===== src/rtl/rled_mul.sv =====
// ----------------------------------------------------------------------------
// RGB LED dimmer shared multiplier
// Unsigned 32 by 32 multiplier with a registered 64-bit product.
// ----------------------------------------------------------------------------
module rled_mul (
	input  logic        clk,
	input  logic [31:0] a,
	input  logic [31:0] b,
	output logic [63:0] p
);
	logic [63:0] p_q;

	always_ff @(posedge clk) begin
		p_q <= 64'(a) * 64'(b);
	end

	assign p = p_q;
endmodule


===== config.mk =====
export PLATFORM = sky130hd
export DESIGN_NAME = rled_mul
export DESIGN_NICKNAME = d
export VERILOG_FILES = /design/src/rtl/rled_mul.sv
export SDC_FILE = /design/constraint.sdc
export NUM_CORES = 2
export LEC_CHECK = 0
export ABC_CLOCK_PERIOD_IN_PS = 9200
export BUFFER_PORTS_ARGS = -buffer_cell sky130_fd_sc_hd__buf_2
export CAP_MARGIN = 0
export CORE_ASPECT_RATIO = 1.4
export CORE_MARGIN = 2
export CORE_UTILIZATION = 60
export DETAILED_ROUTE_END_ITERATION = 10
export GPL_TIMING_DRIVEN = 1
export PLACE_DENSITY_LB_ADDON = 0.05
export SETUP_SLACK_MARGIN = 0.02
export SLEW_MARGIN = 20
export SYNTH_ARGS = -nofsm -noshare
export SYNTH_HDL_FRONTEND = slang
export SYNTH_SLANG_ARGS = --single-unit

===== constraint.sdc =====
create_clock -name clk -period 9.2 [get_ports clk]
set_input_delay 0 -clock clk [delete_from_list [all_inputs] [get_ports clk]]
set_output_delay 0 -clock clk [all_outputs]
set_load 0.02 [all_outputs]

==> results.cfg <==
[synth]
synth-main-ff-cell = dfxtp_1
synth_top_family_by_area = adder cells
synth_cell_types = 57
syn_nets = 4972
muxShareOfSynthArea_pct = 0.0289
synthSimpleGateAreaFrac_pct = 17.6
syn_inst = 3748
yosysWarnings = 0
synth_compound_area_share_pct = 4.15
synth_xor_area_share_pct = 1.52
synthAdderAreaFrac_pct = 61.2
yosysSeqAreaShare_pct = 3.69
synth-seq-cells = 64
syn-cell-area_um2 = 34700
ys_async_sr_fraction_pct = 0
synth_edf_count = 0
avgSynthCellArea_um2 = 9.25

[routing]
vias_per_cell = 5.70
wire_per_inst_um = 22.8
routed_wl_um = 101000
drt_first_pass_iters = 5
drt_iter0_drc = 1338
drc = 0
vias = 25200
ant_nets = 0

[placed_design]
port_buffers = 128
post-place-cells = 4403
gp_congestion = 0.930
dpl.hpwl_um = 83100

[timing]
final_hold_viol_count = 0
worst_slew_pin_slew_ps = 892
tns_ps = 0
period_minus_slack_ps = 7630
timing.final.crit_share_pct = 83.0
slew_viol_final = 0
hold_slack_ps = 310
relSlewSlack_pct = 40.1
setup_violations = 0
fmax_ghz = 0.131
grt_setup_unrepaired = false

[global_routing]
grt_max_degree = 33
track_usage_pct = 35.5
first_global_vias = 28600
grt_pass1_wl_um = 159000
grt_overflow = 0
antenna_found_initial = 4

[min_path]
hold_depth = 2
worstHoldStart = a[0]
hold_path_end = p[0]
hold_class = input pin to flip-flop

[setup_path]
critPathKind = input pin to flip-flop
crit_fanout = 32
cp.required_ps = 9490
cp_data_arrival_time_ps = 7920
critPathLaunchType = input pin
worstSetupEndpointType = flip-flop

[flow_run]
drv_cap = 0

[floorplan]
die_area_um2 = 59800
core_um2 = 57400
start_util_pct = 60.4
die_h_um = 288
fp.dieW_um = 207
ios = 129
rows = 104

[finish]
n_fill_cell = 5044
final_cells = 4421
nets = 4896
area_delta_synth_final_pct = 3.24
final-seq-area_um2 = 1280
fin_util_pct = 62.4
final_cell_mix = 896 x fa_1, 865 x inv_1, 602 x and2_1, 480 x nand2_1, 263 x ha_1
largest_register_ffs = 64
final_common_cell = fa_1
drive_above_1_share_pct = 4.49
multi_input_area_um2 = 29300

[clock_tree]
hold_buffers = 0
clockBufferDepth = 2
cts_resized = 0
ctsHtreeMaxLevel = 3
post_cts_buffers = 0
cts_root_buf = clkbuf_16
cts_tree = built
clk_pin_slew_worst_paths_ps = 60
cts_buffers = 9
clock-sinks = 64

[status]
status = finished, final reports clean
[how the worst max path moves through the flow]
stage,start,endpoint,cells after the start
floorplan,a[25],p[62],25
global placement,b[8],p[62],24
detailed placement,a[18],p[62],21
CTS,a[18],p[62],21
global route,a[18],p[62],21
finish,a[18],p[62],21
[through the flow]
stage / setup WS, ps / area (um2)
floorplan: 2450 / 34700
global route: 1350 / 35800
CTS: 1660 / 35800
detailed placement: 1320 / 35400
finish: 1570 / 35800
global placement: 1360 / 35400
[synth_stat cells (14+ instances only)]
library cell,count,area [um2]
inv_1,865,3250
and3_1,14,87.6
nand4_1,23,144
nand2_1,480,1800
a21oi_1,63,315
and2_1,602,3770
nor2_1,20,75.1
a21o_1,40,300
fa_1,896,17900
clkbuf_1,213,800
o21ai_0,21,105
xor2_1,25,219
xnor2_1,35,307
dfxtp_1,64,1280
ha_1,263,3290
[kinds of logic after synthesis]
family                     count (synthesis)
adders and majority gates               1159
buffers and inverters                   1085
AOI/OAI and AO/OA                        202
and+or+nand+nor                         1177
xor gates and xnor gates                  60
DFF                                       64
muxes                                      1
[critical path, stage by stage]
cell	delay (ps)
buf_2	600
and2_1	250
fa_1	450
fa_1	570
inv_1	70
fa_1	520
fa_1	530
inv_1	60
fa_1	620
fa_1	460
fa_1	640
fa_1	460
ha_1	440
nand4_1	140
or4_1	560
or3_1	360
a31oi_1	460
a31o_2	280
a211oi_1	100
o21ai_1	160
xor2_1	140
[area by class of cell]
cell class                      count  area share, %
Antenna cell                        2         0.0140
Clock buffer                       11          0.678
Clock inverter                      5          0.290
Inverter                          865           9.07
Multi-Input combinational cell   2599           81.9
Sequential cell                    64           3.58
Tap cell                          742           2.59
Timing Repair Buffer              133           1.89
[routing by layer]
layer,track usage (%),vias up,wire length (um)
met5,0,-,16
met4,31.3,2,10800
met3,3.27,359,3940
met2,65.3,899,54700
li1,-,10700,-
met1,36.0,13200,31500
Power is not shown: default switching activity piles up to over one toggle a cycle in this logic, so the estimate is an artifact.
