File: src/rtl/rled_div.sv
// ----------------------------------------------------------------------------
// RGB LED dimmer divider
// Restoring divider, 40-bit dividend by 16-bit divisor, one bit per cycle.
// ----------------------------------------------------------------------------
module rled_div (
	input  logic        clk,
	input  logic        arst_n,
	input  logic        start,
	input  logic [39:0] dividend,
	input  logic [15:0] divisor,
	output logic        done,
	output logic [39:0] quotient
);
	logic [15:0] rem_q;
	logic [39:0] quo_q;
	logic [15:0] dsr_q;
	logic [5:0]  cnt_q;
	logic        busy_q;
	logic        done_q;
	logic [16:0] trial;
	logic        fits;

	assign trial = {rem_q, quo_q[39]};
	assign fits  = trial >= {1'b0, dsr_q};

	always_ff @(posedge clk or negedge arst_n) begin
		if (!arst_n) begin
			busy_q <= 1'b0;
			done_q <= 1'b0;
			cnt_q  <= '0;
		end else begin
			done_q <= !start && busy_q && cnt_q == 6'd39;
			if (start) begin
				busy_q <= 1'b1;
				cnt_q  <= '0;
			end else if (busy_q) begin
				cnt_q <= cnt_q + 6'd1;
				if (cnt_q == 6'd39) begin
					busy_q <= 1'b0;
				end
			end
		end
	end

	always_ff @(posedge clk) begin
		if (start) begin
			rem_q <= '0;
			quo_q <= dividend;
			dsr_q <= divisor;
		end else if (busy_q) begin
			rem_q <= fits ? 16'(trial - {1'b0, dsr_q}) : trial[15:0];
			quo_q <= {quo_q[38:0], fits};
		end
	end

	assign done     = done_q;
	assign quotient = quo_q;
endmodule

File: config.mk
export PLATFORM = sky130hd
export DESIGN_NAME = rled_div
export DESIGN_NICKNAME = d
export VERILOG_FILES = /design/src/rtl/rled_div.sv
export SDC_FILE = /design/constraint.sdc
export NUM_CORES = 1
export LEC_CHECK = 0
export ABC_AREA = 0
export BUFFER_PORTS_ARGS = -buffer_cell sky130_fd_sc_hd__buf_4
export CORE_MARGIN = 2
export CORE_UTILIZATION = 49
export CTS_CLUSTER_SIZE = 8
export DETAILED_ROUTE_END_ITERATION = 10
export PLACE_DENSITY_LB_ADDON = 0.05
export SLEW_MARGIN = 20
export SYNTH_ARGS = -nofsm -noshare
export SYNTH_HDL_FRONTEND = slang
export SYNTH_SLANG_ARGS = --single-unit
File: constraint.sdc
create_clock -name clk -period 2.3 [get_ports clk]
set_clock_uncertainty 0.15 [all_clocks]
set_input_delay 0.345 -clock clk [delete_from_list [all_inputs] [get_ports clk]]
set_output_delay 0.345 -clock clk [all_outputs]
set_load 0.02 [all_outputs]
==> flow_metrics.tcl <==
set metrics [dict create \
    leakagePower_nw 2.46 \
    cts_tree "done" \
    ant_nets 0 \
    crit_arrival_ns 2.39 \
    ff2ff_path_depth 8 \
    cp-end-kind "register" \
    wl_per_cell_um 17.0 \
    drtIter0Drc 151 \
    dp_slack_ns -0.0768 \
    tightestPinTransition_ns 0.947 \
    netlist-cell-type-count 59 \
    synth.top_cells.by_area "edfxtp_1 (40%), mux2_2 (11%), dfxtp_1 (7.6%), ha_1 (5.0%), dfrtp_1 (4.7%)" \
    clkTransAtPathRegs_ns 0.09 \
    ir_worst_vdd_mv 0.604 \
    clk_latency_ns 0.35 \
    finalHoldViolations 0 \
    place_congestion 0.903 \
    fin_crit_ns 2.28 \
    grt-ovfl-total 0 \
    setup_slack_ns 0.0235 \
    min_delay_path_depth 1 \
    synthCells 359 \
    io_pins 100 \
    fp.dieArea_um2 9360 \
    outcome "complete, no violations" \
    drt-total-wl_um 10400 \
    drt_first_pass_iters 5 \
    fmax_mhz 439 \
    setup_viol_count_final 0 \
    syn_avg_cell_area_um2 11.7 \
    r2r_end "rem_q[15]$_SDFFE_PP0P_" \
    grt_pass1_vias 3109 \
    track_usage 0.200 \
    worstHoldPathType "primary input to register" \
    yosysTopAreaCell "edfxtp_1" \
    num_vias 3362 \
    antenna_found_initial 0 \
    synthFlopType "edfxtp_1" \
    cts-root-buf "clkbuf_8" \
    cts.sinks 80 \
    power_density_nw_per_um2 999 \
    dp_hpwl_um 6580 \
    critPathRequiredTime_ns 2.41 \
    clk_path_buf_depth 2 \
    dieHeight_um 96.8 \
    coreArea_um2 8260 \
    cp_max_fo 6 \
    htreeDepth 3 \
    maxSlewHeadroom 0.369 \
    path_class "register to register" \
    fin_nets 576 \
    n_antenna_cell 0 \
    yosysSeqAreaShare 0.522 \
    via_per_inst 5.52 \
    final_common_cell "buf_4" \
    ys_warn_count 0 \
    grt_max_degree 88 \
    async_flop_share 0.100 \
    grt_pass1_wl_um 15400 \
    worstHoldStart "divisor[3]" \
    hold_path_end "dsr_q[3]$_DFFE_PP_" \
    layout_common_cells "buf_4 (138), edfxtp_1 (56), mux2_2 (40), nor2_1 (28)" \
    syn_to_final_growth_pct 42.1 \
    syn_area_um2 4220 \
    drive_gt1_frac 0.520 \
    synth_nets 436 \
    synth_top_area_share 0.399 \
    drcViolationCount 0 \
    cp-start-kind "register" \
    die_x_um 96.8 \
    synth-seq-cells 80 \
    synth_edf_count 56 \
    rrSetupSlack_ns 0.02 \
    cap_violations 0 \
    power_w 0.00598 \
    slew_viol_final 0 \
    initial_core_util 0.510 \
    portBuffers 99 \
    numCtsBuffers 9 \
    fin_crit_sh 0.990 \
    rsz0062_at_grt "true" \
    rows 33 \
    timing.rr.start "dsr_q[14]$_DFFE_PP_" \
]
-- worst max-delay path: stages (launching register included) --
cell	delay, ns
edfxtp_1	0.36
inv_2	0.05
ha_4	0.26
nand4b_1	0.13
or3_4	0.36
o21bai_4	0.21
buf_6	0.15
a211o_1	0.34
o221ai_2	0.18
-- logic make-up (layout without fill, tap and decap cells) --
group                    after synthesis  in the layout  synth area share
flip-flops                            80             80             0.522
AND/OR/NAND/NOR                       90             90             0.113
XOR/XNOR                              14             14            0.0291
buffers and inverters                 36            181            0.0380
adder cells (fa/ha/maj)               18             18            0.0552
multiplexers                          41             41             0.109
AO/OA/AOI/OAI                         80             80             0.133
-- cells in the mapped netlist (2+ instances only) --
cell type / count
nor2b_1: 3
nor3b_1: 4
inv_1: 18
nand3_1: 12
a211oi_1: 4
a21oi_2: 3
or2_2: 3
dfrtp_1: 8
a21o_1: 4
ha_1: 17
mux2_2: 40
nor3_1: 3
xor2_1: 6
or3_1: 3
nand4b_1: 2
a211o_1: 4
nor2_1: 28
buf_6: 2
o21a_1: 2
edfxtp_1: 56
and3_1: 2
buf_4: 2
a31oi_1: 5
o21ai_0: 17
or3b_2: 2
nand2_1: 18
nor4_1: 2
o21ai_1: 2
a311oi_1: 9
xnor2_1: 8
clkbuf_1: 11
nand4_1: 2
a21oi_1: 16
dfxtp_1: 16
-- layout make-up --
| type | instances | area [µm²] |
|---|---|---|
| clock buffers | 10 | 128 |
| clock inverters | 6 | 91.3 |
| fillers | 614 | 2270 |
| inverters | 18 | 67.6 |
| multi-input cells | 243 | 2220 |
| flip-flops and latches | 80 | 2200 |
| well taps | 105 | 131 |
| repair buffers | 147 | 1150 |
-- worst max-delay path by stage --
stage,from,slack (ns),endpoint,depth (start not counted)
6_report,dsr_q[14]$_DFFE_PP_,0.02,rem_q[15]$_SDFFE_PP0P_,8
3_5_place_dp,dsr_q[1]$_DFFE_PP_,-0.08,rem_q[15]$_SDFFE_PP0P_,9
4_1_cts,dsr_q[15]$_DFFE_PP_,0.002,rem_q[15]$_SDFFE_PP0P_,8
5_1_grt,dsr_q[14]$_DFFE_PP_,-0.08,rem_q[0]$_SDFFE_PP0P_,9
2_1_floorplan,quotient[39]$_DFFE_PP_,-0.003,rem_q[6]$_SDFFE_PP0P_,9
3_3_place_gp,dsr_q[7]$_DFFE_PP_,-0.002,rem_q[14]$_SDFFE_PP0P_,8
-- registers in the layout (all words and copies together) (netlist names) --
| name | count |
|---|---|
| dsr_q | 16 |
| quotient | 40 |
| done | 1 |
| busy_q | 1 |
| cnt_q | 6 |
| rem_q | 16 |
-- per-layer routing --
layer  vias to the layer above  track usage  wire length, µm
li1                       1630            -                -
met1                      1613        0.274             4560
met2                       107        0.330             5170
met3                        12       0.0368              506
met4                         0       0.0520              136
met5                         -            0                0
-- where the power goes --
group / leakage, nW / switching (W) / internal (W) / total [W]
combinational: 1.53 / 0.00139 / 0.00146 / 0.00284
sequential: 0.816 / 0.000203 / 0.00179 / 0.00200
clock: 0.111 / 0.000527 / 0.000618 / 0.00114
total: 2.46 / 0.00212 / 0.00387 / 0.00598
-- metrics by stage --
step                      std cells  hold slack, ns  instance area, µm²   util   TNS, ns
final                           609          0.0178                5990  0.725         0
after global routing            609         0.00283                5990  0.725    -0.454
after CTS                       598         0.00571                5640  0.683         0
after detailed placement        581          0.0198                5300  0.641    -0.326
after global placement          581          0.0168                5300  0.641  -0.00568
after floorplan                 359          -0.101                4220      -  -0.00280
-- repair_timing --
action                                  CTS  global route
buffers inserted                          0             9
hold buffers                              1             1
endpoints found under the hold margin     8             1
gates cloned                              0             1
gates resized for setup                  20            51
pin swaps                                 7            15
endpoints found under the setup margin   13            17
No activity file was read; power rests on OpenSTA's default activity.
