<file path="src/rtl/rled_isqrt.sv">
// ----------------------------------------------------------------------------
// RGB LED dimmer square root
// Integer square root of a 62-bit value, two radicand bits per cycle.
// ----------------------------------------------------------------------------
module rled_isqrt (
	input  logic        clk,
	input  logic        arst_n,
	input  logic        start,
	input  logic [61:0] radicand,
	output logic        done,
	output logic [31:0] root
);
	logic [63:0] a_q;
	logic [63:0] res_q;
	logic [63:0] bit_q;
	logic [4:0]  cnt_q;
	logic        busy_q;
	logic        done_q;
	logic [63:0] sum;

	assign sum = res_q + bit_q;

	always_ff @(posedge clk or negedge arst_n) begin
		if (!arst_n) begin
			busy_q <= 1'b0;
			done_q <= 1'b0;
			cnt_q  <= '0;
		end else begin
			done_q <= !start && busy_q && cnt_q == 5'd31;
			if (start) begin
				busy_q <= 1'b1;
				cnt_q  <= '0;
			end else if (busy_q) begin
				cnt_q <= cnt_q + 5'd1;
				if (cnt_q == 5'd31) begin
					busy_q <= 1'b0;
				end
			end
		end
	end

	always_ff @(posedge clk) begin
		if (start) begin
			a_q   <= {2'b00, radicand};
			res_q <= '0;
			bit_q <= 64'h4000_0000_0000_0000;
		end else if (busy_q) begin
			if (a_q >= sum) begin
				a_q   <= a_q - sum;
				res_q <= (res_q >> 1) + bit_q;
			end else begin
				res_q <= res_q >> 1;
			end
			bit_q <= bit_q >> 2;
		end
	end

	assign done = done_q;
	assign root = res_q[31:0];
endmodule

</file>
<file path="config.mk">
export PLATFORM = sky130hd
export DESIGN_NAME = rled_isqrt
export DESIGN_NICKNAME = d
export VERILOG_FILES = /design/src/rtl/rled_isqrt.sv
export SDC_FILE = /design/constraint.sdc
export NUM_CORES = 1
export LEC_CHECK = 0
export BUFFER_PORTS_ARGS = -buffer_cell sky130_fd_sc_hd__clkbuf_2
export CORE_MARGIN = 1.5
export CORE_UTILIZATION = 57
export DETAILED_ROUTE_END_ITERATION = 7
export PLACE_DENSITY = 0.82
export SLEW_MARGIN = 20
export SYNTH_ARGS = -nofsm -noshare
export SYNTH_HDL_FRONTEND = slang
export SYNTH_SLANG_ARGS = --single-unit
</file>
<file path="constraint.sdc">
create_clock -name clk -period 5.9 [get_ports clk]
set_input_delay 0.295 -clock clk [delete_from_list [all_inputs] [get_ports clk]]
set_output_delay 0.295 -clock clk [all_outputs]
set_load 0.01 [all_outputs]
</file>
==> results of run 1 <==
## timing repair
action                                  in CTS  in global routing
hold buffers                                 1                  0
resized for setup                            0                 19
endpoints found under the setup margin       0                131
buffers inserted                             0                  3
endpoints found under the hold margin        7                  0
## through the flow
stage / total power [mW] / std cells / area, µm²
after CTS: 7.84 / 2409 / 17000
after floorplan: 5.27 / 2001 / 15500
final: 8.00 / 2412 / 17100
after detailed placement: 6.61 / 2376 / 16400
after global routing: 8.51 / 2412 / 17100
after global placement: 6.50 / 2376 / 16400
## cells by family after synthesis
| logic type | synth area share, % |
|---|---|
| compound gates | 26.6 |
| xor+xnor | 9.31 |
| fa+ha+maj | 10.8 |
| buf+inv | 5.54 |
| flops | 25.8 |
| mux | 2.93 |
| simple gates | 19.1 |
## cells in the mapped netlist (7+ instances only)
| cell type | instances |
|---|---|
| a211oi_1 | 16 |
| a21oi_1 | 139 |
| mux2i_1 | 42 |
| a31oi_1 | 54 |
| a21boi_0 | 8 |
| o21ai_0 | 206 |
| or3_1 | 8 |
| dfxtp_1 | 98 |
| dfrtp_1 | 7 |
| nand2_1 | 267 |
| buf_4 | 35 |
| and4_1 | 8 |
| o31ai_1 | 13 |
| nor3_1 | 34 |
| a221oi_1 | 12 |
| edfxtp_1 | 62 |
| nand2b_1 | 11 |
| o211ai_1 | 12 |
| xor2_1 | 80 |
| nor2_1 | 177 |
| nand4_1 | 42 |
| xnor2_1 | 85 |
| and3_1 | 19 |
| a21o_1 | 28 |
| inv_1 | 51 |
| a31o_2 | 16 |
| nor2b_1 | 20 |
| and2_1 | 15 |
| o21a_1 | 8 |
| o21bai_1 | 35 |
| clkbuf_1 | 81 |
| nand3_1 | 31 |
| o21ai_1 | 12 |
| buf_2 | 14 |
| a311oi_1 | 7 |
| ha_1 | 132 |
## layout make-up
| class | count | area (µm²) | share of cell area, % |
|---|---|---|---|
| inverters | 51 | 195 | 1.14 |
| repair buffers | 174 | 1120 | 6.53 |
| well taps | 341 | 427 | 2.49 |
| multi-input cells | 1647 | 10800 | 62.9 |
| flip-flops and latches | 167 | 4000 | 23.4 |
| clock inverters | 11 | 138 | 0.804 |
| clock buffers | 21 | 470 | 2.75 |
## cells in the final DEF, fill, tap and decap left out, types with 52 or more instances in the layout
| cell | netlist | layout |
|---|---|---|
| nand2_1 | 267 | 267 |
| o21ai_0 | 206 | 204 |
| nor2_1 | 177 | 174 |
| a21oi_1 | 139 | 137 |
| ha_1 | 132 | 129 |
| dfxtp_1 | 98 | 98 |
| clkbuf_2 | 1 | 96 |
| xnor2_1 | 85 | 85 |
| xor2_1 | 80 | 80 |
| buf_4 | 35 | 71 |
| edfxtp_1 | 62 | 62 |
| a31oi_1 | 54 | 52 |
## power by group through the flow
stage          combinational (mW)  sequential, mW  clock [mW]
6_report                     4.98            1.82        1.21
5_1_grt                      5.42            1.84        1.25
4_1_cts                      4.82            1.81        1.21
3_5_place_dp                 4.78            1.83           0
3_3_place_gp                 4.68            1.82           0
2_1_floorplan                3.49            1.78           0
## metal layers
metal / wire [µm] / global-route usage, %
met1: 19700 / 40.8
met2: 21300 / 54.5
met3: 3300 / 5.27
met4: 1670 / 12.9
met5: 0 / 0
## how the worst max path moves through the flow
stage	start	slack, ns	endpoint
after floorplan	res_q[2]	0.12	a_q[0]
after global placement	res_q[0]	0.16	a_q[62]
after detailed placement	res_q[0]	0.02	res_q[26]
after CTS	bit_q[14]	0.01	a_q[62]
after global routing	res_q[0]	-0.008	a_q[62]
final	bit_q[10]	0.22	a_q[62]
## worst max-delay path, delay by kind of cell (launching register included)
family	cells	cell delay, ns
simple gates	4	0.75
flops	1	0.34
buf+inv	4	0.77
fa+ha+maj	2	0.82
xor+xnor	1	0.21
compound gates	13	2.69
## registers in the layout, indices dropped and copies added (netlist names)
name,flops
done,1
busy_q,1
res_q,64
bit_q,32
a_q,64
cnt_q,5
==> impl_metrics.tcl, run 1 <==
set metrics [dict create \
    outcome "finished clean" \
    synth_seq_cells 167 \
    cts_tree "yes" \
    yosysSeqAreaShare_pct 25.8 \
    hpwl_um 34700 \
    vias 15500 \
    leakage_nw 7.03 \
    syn2layout_area_growth_pct 10.2 \
    setup_viol 0 \
    tightestPinTransition_ns 0.838 \
    comb_power_share_pct 62.2 \
    synth_nets 2199 \
    portBuffers 97 \
    p_switching_mw 3.76 \
    ir_worst_vdd_mv 0.320 \
    swShare_pct 47.1 \
    pre_cts_slack_ns 0.0236 \
    clk_path_buf_depth 2 \
    fin_skew_ns 0.0167 \
    max_cap_viol_count 0 \
    cp_data_arrival_time_ns 6.07 \
    grt_pass1_wl_um 73600 \
    antenna_found_initial 0 \
    internal-power_mw 4.24 \
    slew_violations 0 \
    rows 60 \
    grt_pass1_vias 14700 \
    fin_worst_hold_slack_ns 0.110 \
    start_util_pct 57.8 \
    syn_area_um2 15500 \
    pwr-share-seq_pct 22.7 \
    reg2reg_from "bit_q[10]" \
    powerDensity_nw_per_um2 467 \
    ant_nets 0 \
    slew_headroom_pct 43.9 \
    wl_per_cell_um 19.1 \
    ys_types 88 \
    drt_iter0_drc 1551 \
    clock_sinks 167 \
    synth.area.top_cells "dfxtp_1 (13%), edfxtp_1 (12%), ha_1 (11%)" \
    period_share_pct 96.3 \
    postSynthCellCount 2001 \
    fill_cells 2305 \
    whs_path_depth 3 \
    clock_latency_ns 0.46 \
    nNetsFinal 2256 \
    htreeDepth 4 \
    worst-r2r-setup-slack_ns 0.22 \
    ys_async_sr_fraction_pct 4.19 \
    cts_root_buf "clkbuf_16" \
    cp_max_fo 8 \
    yosys_warnings 0 \
    synth_ff_type "dfxtp_1" \
    fin_ws_ns 0.219 \
    fp.dieW_um 168 \
    p_clk_share_pct 15.1 \
    worst_r2r_path_depth 24 \
    totalWireLength_um 46000 \
    io_pins 98 \
    utilization_pct 63.7 \
    drc 0 \
    gr-total-overflow 0 \
    critPathSlowestCell "ha_2" \
    viasPerCell 6.42 \
    crit_type "reg -> reg" \
    cp-start-kind "flip-flop" \
    fin_crit_ns 5.68 \
    reg2reg_to "a_q[62]" \
    drt-pass1-iter-count 6 \
    cts_inserted_buffers 17 \
    drive_gt1_share_pct 12.8 \
    die-area_um2 28200 \
    report.final.hold_viol_count 0 \
    die_y_um 168 \
    insertedDiodeCount 0 \
    worstHoldEndpoint "a_q[28]" \
    clock.fmax_ghz 0.176 \
    crit_chain "ha_1 > nand2_1 > or3_1 > o21ba_4 > o41ai_4 > buf_4 > a21o_1 > o21ai_1 > o311ai_1 > a31oi_1 > xor2_1 > ha_2 > a21oi_1 > o21ai_2 > nor3_1 > o31ai_1 > o31ai_1 > buf_4 > a31oi_4 > buf_6 > nand2_1 > buf_6 > o41a_1 > o21ai_0" \
    grt_max_degree 94 \
    crit_required_ns 6.29 \
    yosys.area.top_type_share_pct 12.6 \
    clk_pin_slew_ns 0.08 \
    min_from "radicand[28]" \
    track_usage_pct 32.1 \
    core_area_um2 26900 \
    gp_congestion 0.959 \
    cp-end-kind "flip-flop" \
    synth_edf_count 62 \
    yosys.area.top_type "dfxtp_1" \
    hp-class "in -> reg" \
    cpPeakStageDelay_ns 0.45 \
    avgSynthCellArea_um2 7.76 \
    finalSetupTns_ns 0 \
]
Note: power is estimated with default switching activity, not from simulation.
==> run 2, diff against run 1 <==
Settings changed: CAP_MARGIN from default to 10, PLACE_DENSITY 0.82 to default, PLACE_DENSITY_LB_ADDON from default to 0.05.
==> impl_metrics.tcl, run 2 (same netlist as run 1, synthesis figures left out) <==
set metrics [dict create \
    outcome "finished clean" \
    cp-end-kind "flip-flop" \
    core_area_um2 26900 \
    die-area_um2 28200 \
    drive_gt1_share_pct 13.1 \
    dpl-instance-area_um2 16400 \
    clk_pin_slew_ns 0.09 \
    nNetsFinal 2264 \
    gr-total-overflow 0 \
    tightestPinTransition_ns 1.02 \
    cp_data_arrival_time_ns 5.90 \
    drt-pass1-iter-count 5 \
    clock_sinks 167 \
    worst-path-buf-inv 4 \
    slew_headroom_pct 31.7 \
    fin_skew_ns 0.0187 \
    viasPerCell 6.32 \
    fill_cells 2448 \
    insertedDiodeCount 0 \
    slew_violations 0 \
    period_share_pct 96.9 \
    comb_power_share_pct 63.4 \
    critPathTopFamily "compound AO/OA/AOI/OAI gates" \
    mostFrequentLayoutCells "nand2_1 (267), o21ai_0 (204), nor2_1 (176)" \
    hpwl_um 36000 \
    p_clk_share_pct 14.2 \
    final_area_um2 17200 \
    rows 60 \
    cp_max_fo 30 \
    leakage_nw 7.12 \
    fin_ws_ns 0.186 \
    pre_cts_slack_ns -0.0638 \
    fin_crit_ns 5.71 \
    syn2layout_area_growth_pct 10.9 \
    htreeDepth 4 \
    io_pins 98 \
    grt_max_degree 90 \
    utilization_pct 64.1 \
    fp.dieW_um 168 \
    cts_inserted_buffers 17 \
    p_total_mw 8.17 \
    totalWireLength_um 47600 \
    fin_worst_hold_slack_ns 0.108 \
    dp_cells 2380 \
    hp-class "in -> reg" \
    cpPeakStageDelay_ns 0.46 \
    ir_worst_vdd_mv 0.345 \
    powerDensity_nw_per_um2 475 \
    portBuffers 97 \
    ant_nets 0 \
    wl_per_cell_um 19.7 \
    clock.fmax_ghz 0.175 \
    pwr-share-seq_pct 22.3 \
    report.final.hold_viol_count 0 \
    internal-power_mw 4.31 \
    p_switching_mw 3.86 \
    top_regs "a_q (64), res_q (64), bit_q (32)" \
    final_common_cell "nand2_1" \
    swShare_pct 47.2 \
    setup_viol 0 \
    clock_latency_ns 0.46 \
    crit_chain "ha_1 > ha_1 > a21o_1 > a31oi_2 > o31ai_4 > a41oi_2 > buf_4 > o311a_1 > o41ai_4 > and3_4 > o21ai_1 > a21oi_1 > xnor2_1 > ha_1 > a21oi_2 > o21ai_1 > a221oi_2 > o211ai_2 > o31ai_2 > buf_4 > a31oi_4 > a21oi_4 > clkinvlp_4 > buf_12" \
    track_usage_pct 33.1 \
    drt_iter0_drc 1174 \
    finalSetupTns_ns 0 \
    vias 15300 \
    antenna_found_initial 0 \
    grt_pass1_wl_um 75200 \
    clk_path_buf_depth 2 \
    gp_congestion 0.966 \
    die_y_um 168 \
    grt_pass1_vias 14600 \
    max_cap_viol_count 0 \
    start_util_pct 57.8 \
    cts_root_buf "clkbuf_16" \
    cp-start-kind "flip-flop" \
    crit_required_ns 6.08 \
    cts_tree "yes" \
    crit_type "reg -> reg" \
    final_cells 2420 \
    critPathSlowestCell "a221oi_2" \
    crit_top_cell "ha_1" \
    drc 0 \
]
==> run 2: per-layer routing <==
| layer | wire length, µm | vias up | track usage [%] | part of all wire [%] |
|---|---|---|---|---|
| met5 | 0 | - | 0 | 0 |
| li1 | - | 7438 | - | - |
| met3 | 2980 | 113 | 4.07 | 6.3 |
| met2 | 22300 | 609 | 57.3 | 47 |
| met4 | 1800 | 0 | 13.7 | 3.8 |
| met1 | 20500 | 7137 | 41.9 | 43 |
==> run 2: path summary, 6_finish.rpt <==
path                                    from  endpoint  slack (ns)  cells past startpoint
max in group asynchronous             arst_n    busy_q        5.52                      2
worst min register to register       a_q[63]   a_q[63]        0.47                      2
worst max register to register      bit_q[0]   a_q[54]        0.19                     24
worst min-delay path            radicand[32]   a_q[32]        0.11                      3
min in group asynchronous             arst_n    busy_q        0.20                      2
worst max-delay path                bit_q[0]   a_q[54]        0.19                     24
==> run 2: final cells by class <==
cell class	count	area, µm²	area share (%)
Timing Repair Buffer	182	1220	7.11
Sequential cell	167	4000	23.3
Multi-Input combinational cell	1647	10800	62.6
Clock buffer	18	439	2.55
Inverter	51	195	1.13
Clock inverter	14	150	0.872
Tap cell	341	427	2.48
==> run 2: worst register-to-register path, cell delays in order, from the launching register on <==
cell        delay [ns]
dfxtp_1           0.37
ha_1              0.19
ha_1              0.18
a21o_1            0.16
a31oi_2           0.15
o31ai_4           0.38
a41oi_2           0.15
buf_4             0.19
o311a_1           0.40
o41ai_4           0.42
and3_4            0.27
o21ai_1           0.07
a21oi_1           0.17
xnor2_1           0.10
ha_1              0.23
a21oi_2           0.17
o21ai_1           0.14
a221oi_2          0.46
o211ai_2          0.18
o31ai_2           0.21
buf_4             0.18
a31oi_4           0.06
a21oi_4           0.20
clkinvlp_4        0.16
buf_12            0.19
==> run 2: timing repair <==
| item | 4_1_cts | 5_1_grt |
|---|---|---|
| resized for setup | 1 | 19 |
| hold buffers | 1 | 0 |
| endpoints found under the hold margin | 7 | 0 |
| endpoints found under the setup margin | 74 | 131 |
| cloned | 0 | 2 |
| pin swaps | 0 | 13 |
| setup buffers | 0 | 5 |
==> run 2: power by group through the flow <==
stage / Combinational [mW] / Sequential [mW] / Clock, mW
4_1_cts: 4.91 / 1.82 / 1.17
3_3_place_gp: 4.83 / 1.84 / 0
6_report: 5.19 / 1.83 / 1.16
2_1_floorplan: 3.49 / 1.78 / 0
3_5_place_dp: 4.88 / 1.83 / 0
5_1_grt: 5.67 / 1.85 / 1.21
